File: src/sv/perimeter_wire_follow_steering_top_macros.svh
// Assertion macros for the perimeter wire follow steering block.
// The checks are compiled for simulation only.
`ifndef PERIMETER_WIRE_FOLLOW_STEERING_TOP_MACROS_SVH
`define PERIMETER_WIRE_FOLLOW_STEERING_TOP_MACROS_SVH

`ifndef SYNTHESIS

// Same-cycle implication, checked on the rising edge outside reset.
`define PWFS_ASSERT_IMPL(name, clk, rst_n, ante, cons) \
    name: assert property (@(posedge clk) disable iff (!rst_n) (ante) |-> (cons)) \
        else $error("pwfs: same-cycle check failed");

// Next-cycle implication, checked on the rising edge outside reset.
`define PWFS_ASSERT_NEXT(name, clk, rst_n, ante, cons) \
    name: assert property (@(posedge clk) disable iff (!rst_n) (ante) |=> (cons)) \
        else $error("pwfs: next-cycle check failed");

`else

`define PWFS_ASSERT_IMPL(name, clk, rst_n, ante, cons)
`define PWFS_ASSERT_NEXT(name, clk, rst_n, ante, cons)

`endif

`endif

File: src/sv/pwfs_pkg.sv
package pwfs_pkg;

    // Width of the shared add/subtract unit: a 15-bit magnitude times an 8-bit speed.
    localparam int ALU_W = 23;

    // Configuration register indexes.
    localparam logic [2:0] CFG_SLOW_LEFT     = 3'd0;
    localparam logic [2:0] CFG_SLOW_RIGHT    = 3'd1;
    localparam logic [2:0] CFG_MAX_MAG_IN    = 3'd2;
    localparam logic [2:0] CFG_MAX_MAG_OUT   = 3'd3;
    localparam logic [2:0] CFG_MAX_SAME_SIDE = 3'd4;
    localparam logic [2:0] CFG_CLOCKWISE     = 3'd5;
    localparam logic [2:0] CFG_ZONE1_TIME    = 3'd6;
    localparam logic [2:0] CFG_ZONE2_TIME    = 3'd7;

    // Register values after reset.
    localparam logic [7:0]  RST_SLOW_SPEED    = 8'd100;
    localparam logic [14:0] RST_MAX_MAG       = 15'd1000;
    localparam logic [15:0] RST_MAX_SAME_SIDE = 16'd2000;
    localparam logic        RST_CLOCKWISE     = 1'b1;
    localparam logic [31:0] RST_ZONE1_TIME    = 32'd60000;
    localparam logic [31:0] RST_ZONE2_TIME    = 32'd120000;

    // Request kinds.
    localparam logic CMD_START = 1'b0;
    localparam logic CMD_TICK  = 1'b1;

    // Zone codes.
    localparam logic [1:0] ZONE_ONE = 2'd1;
    localparam logic [1:0] ZONE_TWO = 2'd2;

    // Drive modes.
    localparam logic [1:0] MODE_FORWARD   = 2'd0;
    localparam logic [1:0] MODE_ROT_LEFT  = 2'd1;
    localparam logic [1:0] MODE_ROT_RIGHT = 2'd2;
    localparam logic [1:0] MODE_STOPPED   = 2'd3;

    // Exit codes.
    localparam logic [1:0] EXIT_STAY   = 2'd0;
    localparam logic [1:0] EXIT_PARKED = 2'd1;
    localparam logic [1:0] EXIT_DOCKED = 2'd2;
    localparam logic [1:0] EXIT_GARDEN = 2'd3;

    typedef struct packed {
        logic [7:0]  slow_speed_left;
        logic [7:0]  slow_speed_right;
        logic [14:0] max_mag_inside;
        logic [14:0] max_mag_outside;
        logic [15:0] max_same_side_ms;
        logic        clockwise;
        logic [31:0] zone1_time_ms;
        logic [31:0] zone2_time_ms;
    } t_cfg;

    typedef struct packed {
        logic              command;
        logic signed [15:0] magnitude;
        logic              inside_req;
        logic [15:0]       elapsed_ms;
        logic              stop_key;
        logic              charging;
        logic [1:0]        zone;
    } t_item;

    typedef struct packed {
        logic [1:0] exit_to;
        logic [1:0] drive_mode;
        logic [7:0] right_speed;
        logic [7:0] left_speed;
    } t_result;

endpackage

File: src/sv/pwfs_alu.sv
module pwfs_alu (
    input  logic [pwfs_pkg::ALU_W-1:0] i_a,
    input  logic [pwfs_pkg::ALU_W-1:0] i_b,
    input  logic                       i_sub,
    output logic [pwfs_pkg::ALU_W:0]   o_sum
);

    // Add, or subtract by adding the inverted operand plus one.
    // In subtract mode the top bit is set when i_b exceeds i_a.
    assign o_sum = {1'b0, i_a}
                 + ({1'b0, i_b} ^ {(pwfs_pkg::ALU_W + 1){i_sub}})
                 + {{pwfs_pkg::ALU_W{1'b0}}, i_sub};

endmodule

File: src/sv/pwfs_core.sv
module pwfs_core (
    input  logic              i_clk,
    input  logic              i_rst_n,
    input  logic              i_start,
    input  pwfs_pkg::t_item   i_item,
    input  pwfs_pkg::t_cfg    i_cfg,
    output logic              o_idle,
    output logic              o_res_valid,
    input  logic              i_res_ready,
    output pwfs_pkg::t_result o_res
);

    typedef enum logic [2:0] {
        S_IDLE,
        S_EVAL,
        S_MUL,
        S_DIV,
        S_APPLY,
        S_FIN,
        S_DONE
    } t_state;

    t_state            r_state;
    pwfs_pkg::t_item   r_item;
    pwfs_pkg::t_result r_res;
    logic              r_last_side;
    logic [31:0]       r_same_time;
    logic [31:0]       r_since_start;
    logic [7:0]        r_held_left;
    logic [7:0]        r_held_right;
    logic [1:0]        r_held_mode;
    logic              r_zone_exp;
    logic [14:0]       r_opnd;
    logic [pwfs_pkg::ALU_W-1:0] r_acc;
    logic [pwfs_pkg::ALU_W-1:0] r_div;
    logic [7:0]        r_q;
    logic [2:0]        r_cnt;

    logic        negative;
    logic [15:0] mag_u;
    logic [15:0] abs_mag;
    logic [14:0] limit;
    logic [14:0] clamped;
    logic        brake_left;
    logic [7:0]  slow_sel;
    logic [32:0] since_sum;
    logic [31:0] since_new;
    logic [32:0] same_sum;
    logic [31:0] side_new;
    logic        rotate;
    logic        zone_exp;
    logic [1:0]  rot_mode;

    logic [pwfs_pkg::ALU_W-1:0] alu_a;
    logic [pwfs_pkg::ALU_W-1:0] alu_b;
    logic                       alu_sub;
    logic [pwfs_pkg::ALU_W:0]   alu_sum;

    // Decode of the held tick: sign, clamp, timers and the decisions that follow.
    always_comb begin
        negative   = r_item.magnitude[15];
        mag_u      = $unsigned(r_item.magnitude);
        abs_mag    = negative ? (16'd0 - mag_u) : mag_u;
        limit      = negative ? i_cfg.max_mag_inside : i_cfg.max_mag_outside;
        clamped    = (abs_mag > {1'b0, limit}) ? limit : abs_mag[14:0];
        brake_left = i_cfg.clockwise ^ negative;
        slow_sel   = brake_left ? i_cfg.slow_speed_left : i_cfg.slow_speed_right;
        rot_mode   = brake_left ? pwfs_pkg::MODE_ROT_LEFT : pwfs_pkg::MODE_ROT_RIGHT;

        since_sum = {1'b0, r_since_start} + {17'd0, r_item.elapsed_ms};
        since_new = since_sum[32] ? 32'hFFFF_FFFF : since_sum[31:0];
        same_sum  = {1'b0, r_same_time} + {17'd0, r_item.elapsed_ms};
        if (r_last_side != r_item.inside_req) begin
            side_new = 32'd0;
        end else begin
            side_new = same_sum[32] ? 32'hFFFF_FFFF : same_sum[31:0];
        end
        rotate   = side_new > {16'd0, i_cfg.max_same_side_ms};
        zone_exp = ((r_item.zone == pwfs_pkg::ZONE_ONE) && (since_new >= i_cfg.zone1_time_ms))
                || ((r_item.zone == pwfs_pkg::ZONE_TWO) && (since_new >= i_cfg.zone2_time_ms));
    end

    // Operand selection for the shared unit: shift-add, trial subtract, final subtract.
    always_comb begin
        unique case (r_state)
            S_MUL: begin
                alu_a   = {r_acc[pwfs_pkg::ALU_W-2:0], 1'b0};
                alu_b   = slow_sel[r_cnt] ? {8'd0, r_opnd} : '0;
                alu_sub = 1'b0;
            end
            S_DIV: begin
                alu_a   = r_acc;
                alu_b   = r_div;
                alu_sub = 1'b1;
            end
            default: begin
                alu_a   = {15'd0, slow_sel};
                alu_b   = {15'd0, r_q};
                alu_sub = 1'b1;
            end
        endcase
    end

    pwfs_alu u_alu (
        .i_a   (alu_a),
        .i_b   (alu_b),
        .i_sub (alu_sub),
        .o_sum (alu_sum)
    );

    // Sequencer: evaluate the request, then multiply and divide for the braking term.
    always_ff @(posedge i_clk) begin
        if (!i_rst_n) begin
            r_state       <= S_IDLE;
            r_last_side   <= 1'b0;
            r_same_time   <= 32'd0;
            r_since_start <= 32'd0;
            r_held_left   <= 8'd0;
            r_held_right  <= 8'd0;
            r_held_mode   <= pwfs_pkg::MODE_FORWARD;
        end else begin
            unique case (r_state)
                S_IDLE: begin
                    if (i_start) begin
                        r_item  <= i_item;
                        r_state <= S_EVAL;
                    end
                end
                S_EVAL: begin
                    if (r_item.command == pwfs_pkg::CMD_START) begin
                        r_same_time   <= 32'd0;
                        r_since_start <= 32'd0;
                        r_held_left   <= 8'd0;
                        r_held_right  <= 8'd0;
                        r_held_mode   <= pwfs_pkg::MODE_FORWARD;
                        r_last_side   <= r_item.inside_req;
                        r_res   <= '{pwfs_pkg::EXIT_STAY, pwfs_pkg::MODE_FORWARD, 8'd0, 8'd0};
                        r_state <= S_DONE;
                    end else if (r_item.stop_key) begin
                        r_res   <= '{pwfs_pkg::EXIT_PARKED, pwfs_pkg::MODE_STOPPED, 8'd0, 8'd0};
                        r_state <= S_DONE;
                    end else if (r_item.charging) begin
                        r_res   <= '{pwfs_pkg::EXIT_DOCKED, pwfs_pkg::MODE_STOPPED, 8'd0, 8'd0};
                        r_state <= S_DONE;
                    end else begin
                        r_since_start <= since_new;
                        r_zone_exp    <= zone_exp;
                        r_state       <= S_FIN;
                        if (mag_u != 16'd0) begin
                            r_same_time <= side_new;
                            r_last_side <= r_item.inside_req;
                            if (rotate) begin
                                r_held_left  <= i_cfg.slow_speed_left;
                                r_held_right <= i_cfg.slow_speed_right;
                                r_held_mode  <= rot_mode;
                            end else if (limit == 15'd0) begin
                                // A zero limit brakes the wheel fully.
                                r_held_left  <= brake_left ? 8'd0 : i_cfg.slow_speed_left;
                                r_held_right <= brake_left ? i_cfg.slow_speed_right : 8'd0;
                                r_held_mode  <= pwfs_pkg::MODE_FORWARD;
                            end else begin
                                r_opnd  <= clamped;
                                r_acc   <= '0;
                                r_cnt   <= 3'd7;
                                r_state <= S_MUL;
                            end
                        end
                    end
                end
                S_MUL: begin
                    // One bit of the speed per cycle, most significant first.
                    r_acc <= alu_sum[pwfs_pkg::ALU_W-1:0];
                    if (r_cnt == 3'd0) begin
                        r_div   <= {1'b0, limit, 7'd0};
                        r_cnt   <= 3'd7;
                        r_state <= S_DIV;
                    end else begin
                        r_cnt <= r_cnt - 3'd1;
                    end
                end
                S_DIV: begin
                    // Restoring division: the quotient never exceeds the speed.
                    if (!alu_sum[pwfs_pkg::ALU_W]) begin
                        r_acc <= alu_sum[pwfs_pkg::ALU_W-1:0];
                    end
                    r_q[r_cnt] <= !alu_sum[pwfs_pkg::ALU_W];
                    r_div      <= r_div >> 1;
                    if (r_cnt == 3'd0) begin
                        r_state <= S_APPLY;
                    end else begin
                        r_cnt <= r_cnt - 3'd1;
                    end
                end
                S_APPLY: begin
                    r_held_left  <= brake_left ? alu_sum[7:0] : i_cfg.slow_speed_left;
                    r_held_right <= brake_left ? i_cfg.slow_speed_right : alu_sum[7:0];
                    r_held_mode  <= pwfs_pkg::MODE_FORWARD;
                    r_state      <= S_FIN;
                end
                S_FIN: begin
                    if (r_zone_exp) begin
                        r_res <= '{pwfs_pkg::EXIT_GARDEN, pwfs_pkg::MODE_STOPPED, 8'd0, 8'd0};
                    end else begin
                        r_res <= '{pwfs_pkg::EXIT_STAY, r_held_mode, r_held_right, r_held_left};
                    end
                    r_state <= S_DONE;
                end
                S_DONE: begin
                    if (i_res_ready) begin
                        r_state <= S_IDLE;
                    end
                end
                default: begin
                    r_state <= S_IDLE;
                end
            endcase
        end
    end

    assign o_idle      = (r_state == S_IDLE);
    assign o_res_valid = (r_state == S_DONE);
    assign o_res       = r_res;

endmodule

File: src/sv/perimeter_wire_follow_steering_top.sv
// Perimeter wire follow steering. Each request on the slave stream is a start command or a
// control tick and yields exactly one result on the master stream. The block takes one request
// at a time. Start, stop and charging requests and ticks that need no braking term (zero
// magnitude, rotation or a zero limit) skip the arithmetic; a braking tick runs the 8-step
// shift-add multiply and 8-step restoring divide that share one 23-bit adder. A finished
// result waits in an output register, so the next request is taken while it is still held.
// Configuration writes are always accepted and take effect at once.
`include "perimeter_wire_follow_steering_top_macros.svh"

module perimeter_wire_follow_steering_top (
    input  logic        i_clk,
    input  logic        i_rst_n,
    // Request stream
    input  logic        s_axis_tvalid,
    output logic        s_axis_tready,
    // tdata from bit 0: magnitude[15:0], inside_req[16], elapsed_ms[32:17], stop_key[33],
    // charging[34], zone[36:35], zero fill[39:37]
    input  logic [39:0] s_axis_tdata,
    // tuser: command[0]
    input  logic        s_axis_tuser,
    // Result stream
    output logic        m_axis_tvalid,
    input  logic        m_axis_tready,
    // tdata from bit 0: left_speed[7:0], right_speed[15:8], drive_mode[17:16],
    // exit_to[19:18], zero fill[23:20]
    output logic [23:0] m_axis_tdata,
    // Configuration write channel
    input  logic        i_cfg_valid,
    output logic        o_cfg_ready,
    input  logic [2:0]  i_cfg_index,
    input  logic [31:0] i_cfg_data
);

    pwfs_pkg::t_cfg    r_cfg;
    pwfs_pkg::t_item   in_item;
    pwfs_pkg::t_result core_res;
    pwfs_pkg::t_result r_out;
    logic              r_out_valid;
    logic              core_idle;
    logic              core_res_valid;
    logic              core_res_ready;
    logic              in_accept;

    // Configuration registers.
    assign o_cfg_ready = 1'b1;

    always_ff @(posedge i_clk) begin
        if (!i_rst_n) begin
            r_cfg.slow_speed_left  <= pwfs_pkg::RST_SLOW_SPEED;
            r_cfg.slow_speed_right <= pwfs_pkg::RST_SLOW_SPEED;
            r_cfg.max_mag_inside   <= pwfs_pkg::RST_MAX_MAG;
            r_cfg.max_mag_outside  <= pwfs_pkg::RST_MAX_MAG;
            r_cfg.max_same_side_ms <= pwfs_pkg::RST_MAX_SAME_SIDE;
            r_cfg.clockwise        <= pwfs_pkg::RST_CLOCKWISE;
            r_cfg.zone1_time_ms    <= pwfs_pkg::RST_ZONE1_TIME;
            r_cfg.zone2_time_ms    <= pwfs_pkg::RST_ZONE2_TIME;
        end else if (i_cfg_valid && o_cfg_ready) begin
            unique case (i_cfg_index)
                pwfs_pkg::CFG_SLOW_LEFT:     r_cfg.slow_speed_left  <= i_cfg_data[7:0];
                pwfs_pkg::CFG_SLOW_RIGHT:    r_cfg.slow_speed_right <= i_cfg_data[7:0];
                pwfs_pkg::CFG_MAX_MAG_IN:    r_cfg.max_mag_inside   <= i_cfg_data[14:0];
                pwfs_pkg::CFG_MAX_MAG_OUT:   r_cfg.max_mag_outside  <= i_cfg_data[14:0];
                pwfs_pkg::CFG_MAX_SAME_SIDE: r_cfg.max_same_side_ms <= i_cfg_data[15:0];
                pwfs_pkg::CFG_CLOCKWISE:     r_cfg.clockwise        <= i_cfg_data[0];
                pwfs_pkg::CFG_ZONE1_TIME:    r_cfg.zone1_time_ms    <= i_cfg_data;
                pwfs_pkg::CFG_ZONE2_TIME:    r_cfg.zone2_time_ms    <= i_cfg_data;
            endcase
        end
    end

    // Unpack the request.
    always_comb begin
        in_item.command    = s_axis_tuser;
        in_item.magnitude  = $signed(s_axis_tdata[15:0]);
        in_item.inside_req = s_axis_tdata[16];
        in_item.elapsed_ms = s_axis_tdata[32:17];
        in_item.stop_key   = s_axis_tdata[33];
        in_item.charging   = s_axis_tdata[34];
        in_item.zone       = s_axis_tdata[36:35];
    end

    assign s_axis_tready = core_idle;
    assign in_accept     = s_axis_tvalid && s_axis_tready;

    pwfs_core u_core (
        .i_clk       (i_clk),
        .i_rst_n     (i_rst_n),
        .i_start     (in_accept),
        .i_item      (in_item),
        .i_cfg       (r_cfg),
        .o_idle      (core_idle),
        .o_res_valid (core_res_valid),
        .i_res_ready (core_res_ready),
        .o_res       (core_res)
    );

    // Output register: loads when empty or when its result is being taken.
    assign core_res_ready = !r_out_valid || m_axis_tready;

    always_ff @(posedge i_clk) begin
        if (!i_rst_n) begin
            r_out_valid <= 1'b0;
        end else if (core_res_ready) begin
            r_out_valid <= core_res_valid;
            if (core_res_valid) begin
                r_out <= core_res;
            end
        end
    end

    assign m_axis_tvalid = r_out_valid;
    assign m_axis_tdata  = {4'd0, r_out.exit_to, r_out.drive_mode,
                            r_out.right_speed, r_out.left_speed};

    // A request keeps the block busy for at least the following cycle.
    `PWFS_ASSERT_NEXT(a_busy_after_accept, i_clk, i_rst_n, in_accept, !s_axis_tready)

    // A result handed over by the core is shown on the next cycle.
    `PWFS_ASSERT_NEXT(a_handoff_shown, i_clk, i_rst_n,
                      core_res_valid && core_res_ready, m_axis_tvalid)

    // The stopped mode goes with every exit, and only with an exit.
    `PWFS_ASSERT_IMPL(a_stop_matches_exit, i_clk, i_rst_n, m_axis_tvalid,
                      (r_out.drive_mode == pwfs_pkg::MODE_STOPPED)
                      == (r_out.exit_to != pwfs_pkg::EXIT_STAY))

endmodule
File: config.mk
export PLATFORM = sky130hd
export DESIGN_NAME = perimeter_wire_follow_steering_top
export DESIGN_NICKNAME = d
export VERILOG_FILES = /design/src/sv/pwfs_pkg.sv /design/src/sv/pwfs_alu.sv /design/src/sv/pwfs_core.sv /design/src/sv/perimeter_wire_follow_steering_top.sv
export VERILOG_INCLUDE_DIRS = /design/src /design/src/sv
export SDC_FILE = /design/constraint.sdc
export NUM_CORES = 1
export LEC_CHECK = 0
export ABC_AREA = 1
export BUFFER_PORTS_ARGS = -buffer_cell sky130_fd_sc_hd__buf_4
export CAP_MARGIN = 15
export CELL_PAD_IN_SITES_DETAIL_PLACEMENT = 1
export CELL_PAD_IN_SITES_GLOBAL_PLACEMENT = 1
export CORE_ASPECT_RATIO = 0.8
export CORE_MARGIN = 3
export CORE_UTILIZATION = 50
export DETAILED_ROUTE_END_ITERATION = 6
export HOLD_SLACK_MARGIN = 0.1
export PLACE_DENSITY_LB_ADDON = 0.15
export SLEW_MARGIN = 0
export SYNTH_ARGS = -nofsm -noshare
export SYNTH_HDL_FRONTEND = slang
export SYNTH_SLANG_ARGS = --single-unit
File: constraint.sdc
create_clock -name i_clk -period 9.2 [get_ports i_clk]
set_clock_uncertainty 0.2 [all_clocks]
set_input_delay 0 -clock i_clk [delete_from_list [all_inputs] [get_ports i_clk]]
set_output_delay 0 -clock i_clk [all_outputs]
set_load 0.02 [all_outputs]
# [Yosys cells after proc, flatten, opt, wreduce, memory -nomap -nowiden]
# Cells that the tools add are included.
[totals] regBits=365 input_bits=81 output_inout_bits=27 wordCells=217
[op_classes] addsub=6 order_cmp=6 n_eq_ne=36 muxes=88 n_bitwise=6 reduce_logical=38
[ops] op="$mux 32" count=10
[ops] op="$mux 23" count=8
[ops] op="$pmux 23 s2" count=3
[ops] op="$mux 8" count=17
[ops] op="$mux 20" count=4
[ops] op="$pmux 23 s3" count=1
[ops] op="$add 32x16->33" count=2
[ops] op="$ge 32x32->1" count=2
[ops] op="$mux 3" count=18
[ops] op="$mux 15" count=3
[ops] op="$pmux 20 s2" count=1
[ops] op="$gt 32x16->1" count=1
[ops] op="$pmux 8 s2" count=2
[ops] op="$add 23x24->24" count=1
[ops] op="$add 24x1->24" count=1
[ops] op="$xor 23x24->24" count=1
[ops] op="$eq 3x3->1 const B" count=7
[ops] op="$pmux 3 s7" count=1
[ops] op="$ne 2x2->1 const B" count=9
[ops] op="$reduce_and 2->1" count=9
[ops] op="$reduce_and 9->1" count=2
[ops] op="$gt 16x15->1" count=1
[ops] op="$mux 16" count=1
[ops] op="$reduce_bool 16->1" count=1
[ops] op="32 further kinds" count=74

# [Longest topological paths before layout]
# Gate-level depths: netlist of the first run.
[logic_depth] word_depth=11 depth_mapped=34 mapped_depth_nobuf=31

# [By module]
# From an unflattened synthesis of the first run, not the netlist that was laid out.
[hier_totals] cells_unflattened=3142 hier_area_um2=22556.6
[by_module_without_submodules] mod="pwfs_core" n_inst=1 cells_each=2053 area_per_inst_um2=15084.5
[by_module_without_submodules] mod="perimeter_wire_follow_steering_top" n_inst=1 cells_each=729 area_per_inst_um2=5591.6
[by_module_without_submodules] mod="pwfs_alu" n_inst=1 cells_each=360 area_per_inst_um2=1880.6

# [Worst setup path before layout of the first run]
# Ideal clock, no wire load.
[synth_path] kind="reg-to-reg" startpoint="reg u_core.r_item[4] in the netlist's numbering" endpoint="reg u_core.r_acc[0] in the netlist's numbering (enable)" setup_ns=0.417 t_arrival_ns=4.842 required_time_ns=8.583 slack_ns=3.740 stages_incl_launch_ff=31 n_path_buf=2 cell_sequence="edfxtp_1 ha_1 fa_1 nand3_1 nand3_2 nand2_1 nand2_1 nand2_2 nand2_4 nand2_4 buf_6 clkbuf_1 a21oi_1 ha_1 inv_1 nor2_1 nor2_1 o21ai_0 nand2_1 o211ai_1 nand2_1 nand2_1 nand2_1 nand3_1 nor2_1 nand3_2 nor2_4 nand2_4 o21ai_0 nand2_1 a31oi_1"
[synth_via] elab_chain_cells=6
[synth_lines] item="start: declaration" line="pwfs_core.sv:24" source="pwfs_pkg::t_item r_item;"
[synth_lines] item="start signal: assignment" line="pwfs_core.sv:125" source="r_item <= i_item;"
[synth_lines] item="$add 32x16->33" line="pwfs_core.sv:72" source="same_sum = {1'b0, r_same_time} + {17'd0, r_item.elapsed_ms};"
[synth_lines] item="$mux 32" line="pwfs_core.sv:76" source="side_new = same_sum[32] ? 32'hFFFF_FFFF : same_sum[31:0];"
[synth_lines] item="$mux 32" line="pwfs_core.sv:73" source="if (r_last_side != r_item.inside_req) begin"
[synth_lines] item="$gt 32x16->1" line="pwfs_core.sv:78" source="rotate = side_new > {16'd0, i_cfg.max_same_side_ms};"
[synth_lines] item="$ne 2x2->1 (no source line)"
[synth_lines] item="$reduce_and 9->1 (no source line)"
[synth_lines] item="end signal: assignment" line="pwfs_core.sv:172" source="r_acc <= alu_sum[pwfs_pkg::ALU_W-1:0];"
[synth_lines] item="end signal: assignment" line="pwfs_core.sv:184" source="r_acc <= alu_sum[pwfs_pkg::ALU_W-1:0];"
[synth_lines] item="end: declaration" line="pwfs_core.sv:34" source="logic [pwfs_pkg::ALU_W-1:0] r_acc;"
# No other way between the ends.
# A chain may end at the register's enable or synchronous reset.

# [Final worst setup path of the first run]
[layout_path] startpoint="reg u_core.r_item, in the netlist u_core.mag_u[15]" endpoint="reg u_core.r_acc[22] in the netlist's numbering (data pin)"
[layout_via] elab_chain_cells=11
[layout_lines] item="$xor 1x1->1 *" line="pwfs_core.sv:66" source="brake_left = i_cfg.clockwise ^ negative;"
[layout_lines] item="$mux 8 *" line="pwfs_core.sv:67" source="slow_sel = brake_left ? i_cfg.slow_speed_left : i_cfg.slow_speed_right;"
[layout_lines] item="$bmux 1 s3" line="pwfs_core.sv:88" source="alu_b = slow_sel[r_cnt] ? {8'd0, r_opnd} : '0;"
[layout_lines] item="$mux 1 (implied by the code)" line="pwfs_core.sv:88"
[layout_lines] item="$mux 15" line="pwfs_core.sv:88"
[layout_lines] item="$pmux 23 s2" line="pwfs_core.sv:85" source="unique case (r_state)"
[layout_lines] item="$xor 23x24->24" line="pwfs_alu.sv:11" source="+ ({1'b0, i_b} ^ {(pwfs_pkg::ALU_W + 1){i_sub}})"
[layout_lines] item="$add 23x24->24 *" line="pwfs_alu.sv:11"
[layout_lines] item="$add 24x1->24 *" line="pwfs_alu.sv:12" source="+ {{pwfs_pkg::ALU_W{1'b0}}, i_sub};"
[layout_lines] item="$mux 23" line="pwfs_core.sv:183" source="if (!alu_sum[pwfs_pkg::ALU_W]) begin"
[layout_lines] item="$pmux 23 s3 *" line="pwfs_core.sv:122" source="unique case (r_state)"
# Mark *: on every way between the ends. The rest lies on a longest branch, timed or not. The select of a mux whose other input is x is not followed.

==> metrics.md, run 1 <==
| Metric | Value |
|---|---|
| Run status | `complete, no violations` |
| Minimum clock period | `6.628 ns` |
| FP Rows | `66` |
| Count of final max-slew check failures | `0` |
| Worst-path fanout max | `32` |
| Initial antenna violation count | `3` |
| Post-layout util | `roughly three fifths` |
| DRC viols | `0` |
| WP data arrival | `just under 7 ns` |
| Nets | `approximately 3200` |
| Port Buffers | `~100` |
| Startpoint types | `flip-flop` |
| Net Sw Frac | `between 40% and 50%` |
| FFs w/ async S/R, synth | `0%` |
| P&R area growth vs syn | `19.43%` |
| Post-CTS Setup Inserts | `0` |
| H-tree levels | `2` |
| Routed met2 length | `around 37 mm` |
| Most frequent cells in the layout | `500 x nand2_1, 341 x inv_1, 253 x a21oi_1` |
| Synth top area cells | `edfxtp_1 21%, dfxtp_1 20%, ha_1 9.0%` |
| Initial DRT Pass Iterations | `5` |
| Sequential fraction of the synthesis area | `slightly above 40%` |
| Yosys cell types | `61` |
| Largest net degree at the start of global routing | `approximately 110` |
| Max-cap check violation count | `0` |
| FF/Latch Area | `between 0.008 and 0.009 mm²` |
| Worst path most repeated cell | `o21ai_0` |
| Static Leak | `about 11 nW` |
| Clock Sinks | `approximately 360` |
| Final setup fails | `0` |
| Logic pwr share | `40.2%` |
| Total power | `between 6 and 7 mW` |
| Antenna viol nets, final | `0` |
| Die width | `between 200 and 250 µm` |
| Avg Cell Area, Syn | `roughly 7.8 µm²` |
| Seq pwr share | `about a third` |
| Overflow after GRT | `0` |
| DR vias/cell | `around 6` |
| Top-Level Pins | `around 110` |
| Most area-hungry cell type in the Yosys netlist | `edfxtp_1` |
| Top layer in use | `met5` |
| Root buf cell | `clkbuf_16` |
| Routed length per instance | `22.21 µm` |
| First-pass GRT wire length | `123.8 mm` |
| Crit-path max cell delay | `between 0.7 and 0.8 ns` |
| RSZ-0062 raised after global routing | `false` |
| Yosys reg bits | `around 360` |
| Mapped cell area | `0.02121 mm²` |
| Worst-path clk slew | `~0.060 ns` |
| Net Sw Power | `2.566 mW` |
| Dpl hpwl | `49.29 mm` |
| Part of the cycle the worst path needs | `72.04%` |
| Slowest-stage cell, CP | `edfxtp_1` |
| Die area | `0.04493 mm²` |
| Worst Tran Pin Value | `1.149 ns` |
| Core area | `a little over 0.04 mm²` |
| Hold crit path type | `input pin to flip-flop` |
| DRT Wirelength | `slightly below 80 mm` |
| Worst slew margin | `about a quarter` |
| Post-CTS Resized | `0` |
| Post-synth EDFFs | `150` |
| Max VDD drop | `0.1487 mV` |
| Crit path kind | `flip-flop to flip-flop` |
| Met3 wire len | `5.600 mm` |
| Final hold vios | `0` |
| CP Data Required Time | `~9.3 ns` |
| Clock share of power | `around 28%` |
| Vias in the first global route | `approximately 22000` |
| TNS Setup | `0 ns` |
| DRT iter0 DRCs | `between 1500 and 2000` |
| Post-CTS Hold Fix Bufs | `between 150 and 200` |
| Die Y | `roughly 190 µm` |
| Clk_lat worst skew | `slightly below 0.6 ns` |
| Pwr dens | `roughly 250 mW/mm²` |
| Initial Util | `between 50 and 60%` |
| Main synth FF type | `dfxtp_1` |
| Via count | `21110` |
| Crit end category | `flip-flop` |
| Multi-input gate area | `0.01066 mm²` |
| CTS max path bufs | `3` |
| Total GRT Usage | `34.35%` |
| Cts bufs inserted | `40` |
| Fmax | `approximately 0.15 GHz` |
| Layout cells sized above 1 | `8.090%` |
| Wl on met1 | `between 30 and 40 mm` |
| Internal power | `between 3 and 4 mW` |
| Commonest non-fill, non-tap cell in the layout | `nand2_1` |
| Yosys warns | `0` |
| CTS tree | `done` |
| Number of fill cells in the layout | `just under 5000` |
| Syn Inst Count | `about 2700` |
| RD Place Congestion | `0.8708` |
| Area share of the largest cell type after synthesis | `21.24%` |
## path summary, 6_finish.rpt
path                          from               end  slack [ns]  cells after the start
setup / recovery  u_core.mag_u[15]  u_core.r_acc[22]        2.57                     25
hold / removal      i_cfg_data[14]         r_cfg[14]        0.13                      4
setup reg to reg  u_core.mag_u[15]  u_core.r_acc[22]        2.57                     25
hold reg to reg    u_core.o_res[3]   m_axis_tdata[3]        0.22                      0
## area by class of cell
cell class | instances | area share, %
Antenna cell | 2 | 0.01976
Clock buffer | 58 | 4.471
Clock inverter | 15 | 0.8745
Inverter | 358 | 5.326
Multi-Input combinational cell | 1907 | 42.11
Sequential cell | 364 | 34.70
Tap cell | 544 | 2.688
Timing Repair Buffer | 277 | 9.812
## registers in the layout, summed over array words and instances (netlist names), 15 cells and up
| register | cells |
|---|---|
| u_core.r_same_time | 32 |
| u_core.r_since_start | 32 |
| m_axis_tdata | 20 |
| u_core.o_res | 20 |
| u_core.r_div | 22 |
| u_core.mag_u | 16 |
| u_core.r_item | 22 |
| u_core.r_opnd | 15 |
| u_core.r_acc | 23 |
| r_cfg | 127 |
## power by group through the flow
stage	clock, mW	combinational, mW	sequential, mW
2_1_floorplan	0	1.67	2.01
3_3_place_gp	0	2.23	2.03
3_5_place_dp	0	2.35	2.04
4_1_cts	1.73	2.44	2.00
5_1_grt	1.81	2.77	2.02
6_report	1.73	2.52	2.01
## layer usage
metal  vias to the layer above  GRT usage, %
met2                       930         58.39
li1                       9660             -
met5                         -             0
met1                     10260         43.14
met4                         2         14.44
met3                       260         6.348
## cell families (layout without fill, tap and decap cells)
group	Yosys count	after routing	share of synthesized area, %
flip-flops	364	364	41.44
other	2	7	0.03542
buffers and inverters	461	708	8.544
adder cells (fa/ha/maj)	155	155	9.252
AO/OA/AOI/OAI	634	634	16.73
AND/OR/NAND/NOR	1052	1052	21.39
XOR/XNOR	47	47	1.941
multiplexers	14	14	0.6608
## synthesized netlist by cell type, types with 31 or more instances
library cell,n
a21oi_1,253
clkbuf_1,83
dfxtp_1,214
edfxtp_1,150
ha_1,152
inv_1,342
nand2_1,500
nand3_1,166
nand4_1,31
nor2_1,252
nor3_1,32
o21ai_0,232
## metrics by stage
stage / setup WS (ns) / cells / area, µm² / hold slack (ns)
after floorplan: 3.740 / 2732 / 21220 / -0.1011
after global placement: 3.114 / 3290 / 22360 / -0.02221
after detailed placement: 2.827 / 3290 / 22360 / -0.02078
after CTS: 2.715 / 3522 / 25310 / 0.1039
after global routing: 2.008 / 3523 / 25320 / 0.1316
final: 2.572 / 3525 / 25330 / 0.1333
## worst max-delay path: cells and delay by family, from the launching register on
kind | cells | cell delay, ns
simple gates | 8 | 1.36
flops | 1 | 0.71
compound gates | 12 | 2.23
fa+ha+maj | 1 | 0.36
buf+inv | 4 | 1.47
Note: power is estimated with default switching activity, not from simulation.
==> run 2: changes to the inputs <==
Settings changed: CORE_UTILIZATION 50 to 42.
Clock period 9.2 ns to 5.6 ns, I/O delays scaled along.
==> run 2 against run 1 <==
  * Wire length fell by 7.6%
  * Sequential share of layout area is 0.50 points lower
  * Global-route usage fell by 7.4 points
  * First-iteration DRC count fell by 32%
  * Setup slack got worse by 2.2 ns
  * Power up 62%
  * Register-to-register slack got worse by 2.2 ns
  * Non-clock buffer count up 23
  * Cell area rose by 1.5%
  * Flip-flop and latch count unchanged
==> metrics.md, run 2 (synthesis results as in run 1) <==
| Metric | Value |
|---|---|
| Run status | `complete, no violations` |
| Static Leak | `11.00 nW (+1.1%)` |
| Pwr dens | `394.0 mW/mm² (+60%)` |
| Final setup fails | `0 (unchanged)` |
| CTS max path bufs | `3 (unchanged)` |
| WP buf/inv | `0 (-4)` |
| DRC viols | `0 (unchanged)` |
| Clock Sinks | `364 (unchanged)` |
| H-tree levels | `2 (unchanged)` |
| DR vias/cell | `5.438 (-9.2%)` |
| Reg2reg setup slack | `0.35 ns (-2.22 ns)` |
| Post-CTS Setup Inserts | `0 (unchanged)` |
| Finished Layout Cells | `3673 (+4.2%)` |
| P&R area growth vs syn | `21.18%` |
| Nets | `3208 (+0.75%)` |
| Final hold vios | `0 (unchanged)` |
| Die area | `0.05324 mm² (+18%)` |
| Multi-input gate area | `0.01068 mm² (+0.16%)` |
| Number of fill cells in the layout | `5937 (+20%)` |
| CP Data Required Time | `5.62 ns (-3.70 ns)` |
| Crit-path max cell delay | `0.48 ns (-0.23 ns)` |
| Commonest non-fill, non-tap cell in the layout | `nand2_1` |
| Top-Level Pins | `108 (unchanged)` |
| Cts bufs inserted | `41 (+2.5%)` |
| Crit end category | `flip-flop` |
| Startpoint types | `flip-flop` |
| Number of flip-flops in the largest register | `127 (unchanged)` |
| Count of final max-slew check failures | `0 (unchanged)` |
| Max VDD drop | `0.2640 mV (+78%)` |
| Slowest-stage cell, CP | `fa_1` |
| FF/Latch Area | `0.008788 mm² (unchanged)` |
| Post-layout util | `52.34% (-9.0 points)` |
| Routed length per instance | `19.69 µm (-11%)` |
| Total GRT Usage | `26.92% (-7.4 points)` |
| RSZ-0062 raised after global routing | `false` |
| Vias in the first global route | `20700 (-7.4%)` |
| Crit path kind | `flip-flop to flip-flop` |
| TNS Setup | `0 ns (unchanged)` |
| Cells after DPL | `3423 (+4.0%)` |
| Hold crit path type | `input pin to flip-flop` |
| Die width | `257.2 µm (+8.9%)` |
| FP Rows | `72 (+9.1%)` |
| Initial antenna violation count | `4 (+1)` |
| Worst slew margin | `29.52% (+6.1 points)` |
| First-pass GRT wire length | `114.0 mm (-7.9%)` |
| DRT Wirelength | `72.33 mm (-7.6%)` |
| Worst Tran Pin Value | `1.053 ns (-0.09590 ns)` |
| Most frequent cells in the layout | `500 x nand2_1, 340 x inv_1, 252 x a21oi_1` |
| Worst-path clk slew | `0.06 ns (about the same)` |
| Core area | `0.04910 mm² (+19%)` |
| Worst path most repeated cell | `nand2_1` |
| Layout cells sized above 1 | `8.785% (+0.70 points)` |
| Overflow after GRT | `0 (unchanged)` |
| WP data arrival | `5.26 ns (-1.49 ns)` |
| Clk_lat worst skew | `0.59 ns (about the same)` |
| Initial DRT Pass Iterations | `7 (+2)` |
| Via count | `19970 (-5.4%)` |
| Root buf cell | `clkbuf_16` |
| Part of the cycle the worst path needs | `93.66% (+22 points)` |
| Dpl hpwl | `51.12 mm (+3.7%)` |
| Worst-path fanout max | `25 (-22%)` |
| Largest net degree at the start of global routing | `93 (-18%)` |
| Largest regs | `r_cfg x127, u_core.r_same_time x32, u_core.r_since_start x32` |
| RD Place Congestion | `0.8763 (+0.63%)` |
| Initial Util | `43.19% (-8.2 points)` |
| Max-cap check violation count | `0 (unchanged)` |
| DRT iter0 DRCs | `1183 (-32%)` |
| Port Buffers | `99 (unchanged)` |
| CTS tree | `done` |
| Delay-heaviest family, CP | `simple AND/OR/NAND/NOR gates` |
| Largest register by flop count | `r_cfg` |
| Die Y | `207.0 µm (+8.8%)` |
| Antenna viol nets, final | `0 (unchanged)` |
| Minimum clock period | `5.245 ns (-1.383 ns)` |
| Fmax | `0.1907 GHz (+26%)` |
run 2: changes by cell type in the layout (fill, tap and decap cells not counted), moves of 2 or more:
cell and delta:
clkinv_1 -2, inv_6 +2, clkbuf_8 +6, clkinvlp_4 +2, buf_4 +10, inv_4 -3, clkinv_2 +4, dlygate4sd3_1 +12
bufinv_16 -4, clkbuf_1 -3
run 2: routing by layer:
| layer | part of all wire (%) | GRT usage, % | up-vias | routed length, µm |
|---|---|---|---|---|
| met3 | 5.3 | 4.342 | 99 | 3852 |
| met1 | 46 | 36.24 | 9741 | 33400 |
| met4 | 2.1 | 7.163 | 4 | 1515 |
| li1 | - | - | 9702 | - |
| met5 | 0.041 | 0 | - | 30 |
| met2 | 46 | 45.28 | 428 | 33530 |
run 2: worst reg2reg max path: stages (launching register included):
cell and delay [ns]:
edfxtp_1 0.42, ha_1 0.25, fa_1 0.48, nand3_1 0.14
nand3_2 0.15, nand2_1 0.10, nand2_1 0.15, nand2_2 0.14
nand2_4 0.08, nand2_4 0.26, a21oi_1 0.18, ha_1 0.32
a21oi_1 0.15, o21ai_0 0.11, nand2_1 0.07, o211ai_1 0.08
nand2_1 0.08, nand2_1 0.05, nand2_1 0.10, nand3_1 0.09
nor2_1 0.15, nand3_2 0.10, nor2_4 0.18, nand2_4 0.09
o21ai_0 0.16, nand2_1 0.14, a21oi_1 0.46
run 2: final timing paths:
kind                                          to              from  cells after the start
worst min-delay path                   r_cfg[68]     i_cfg_data[3]                      4
worst min register to register  m_axis_tdata[10]  u_core.o_res[10]                      0
worst max register to register   u_core.r_cnt[1]  u_core.r_item[4]                     26
worst max-delay path             u_core.r_cnt[1]  u_core.r_item[4]                     26
run 2: where the power goes:
group	total, mW	switching [mW]	internal (mW)
combinational	4.08	2.80	1.28
sequential	3.30	0.150	3.15
clock	2.75	1.19	1.55
run 2: cell type report:
| cell class | count | area share, % |
|---|---|---|
| multi-input combinational | 1907 | 41.57 |
| sequential | 364 | 34.20 |
| timing repair buffer | 300 | 10.47 |
| inverter | 358 | 5.249 |
| clock buffer | 61 | 4.684 |
| tap | 666 | 3.243 |
| clock inverter | 15 | 0.5648 |
| antenna | 2 | 0.01948 |
run 2: repair_timing:
| item | CTS | global route |
|---|---|---|
| hold buffers | 171 | 0 |
| hold endpoints to repair | 217 | 0 |
| gates resized for setup | 0 | 7 |
| setup endpoints to repair | 0 | 19 |
run 2: metrics by stage:
step / hold slack (ns) / instance area (µm²) / setup WS (ns) / power (mW)
after floorplan: -0.1011 / 21220 / 0.1404 / 6.036
after global placement: -0.02215 / 22590 / 0.6113 / 7.067
after global routing: 0.1400 / 25690 / 0.01056 / 10.80
after CTS: 0.1012 / 25650 / 0.3367 / 10.12
after detailed placement: -0.02051 / 22590 / 0.4029 / 7.248
final: 0.1191 / 25700 / 0.3549 / 10.13
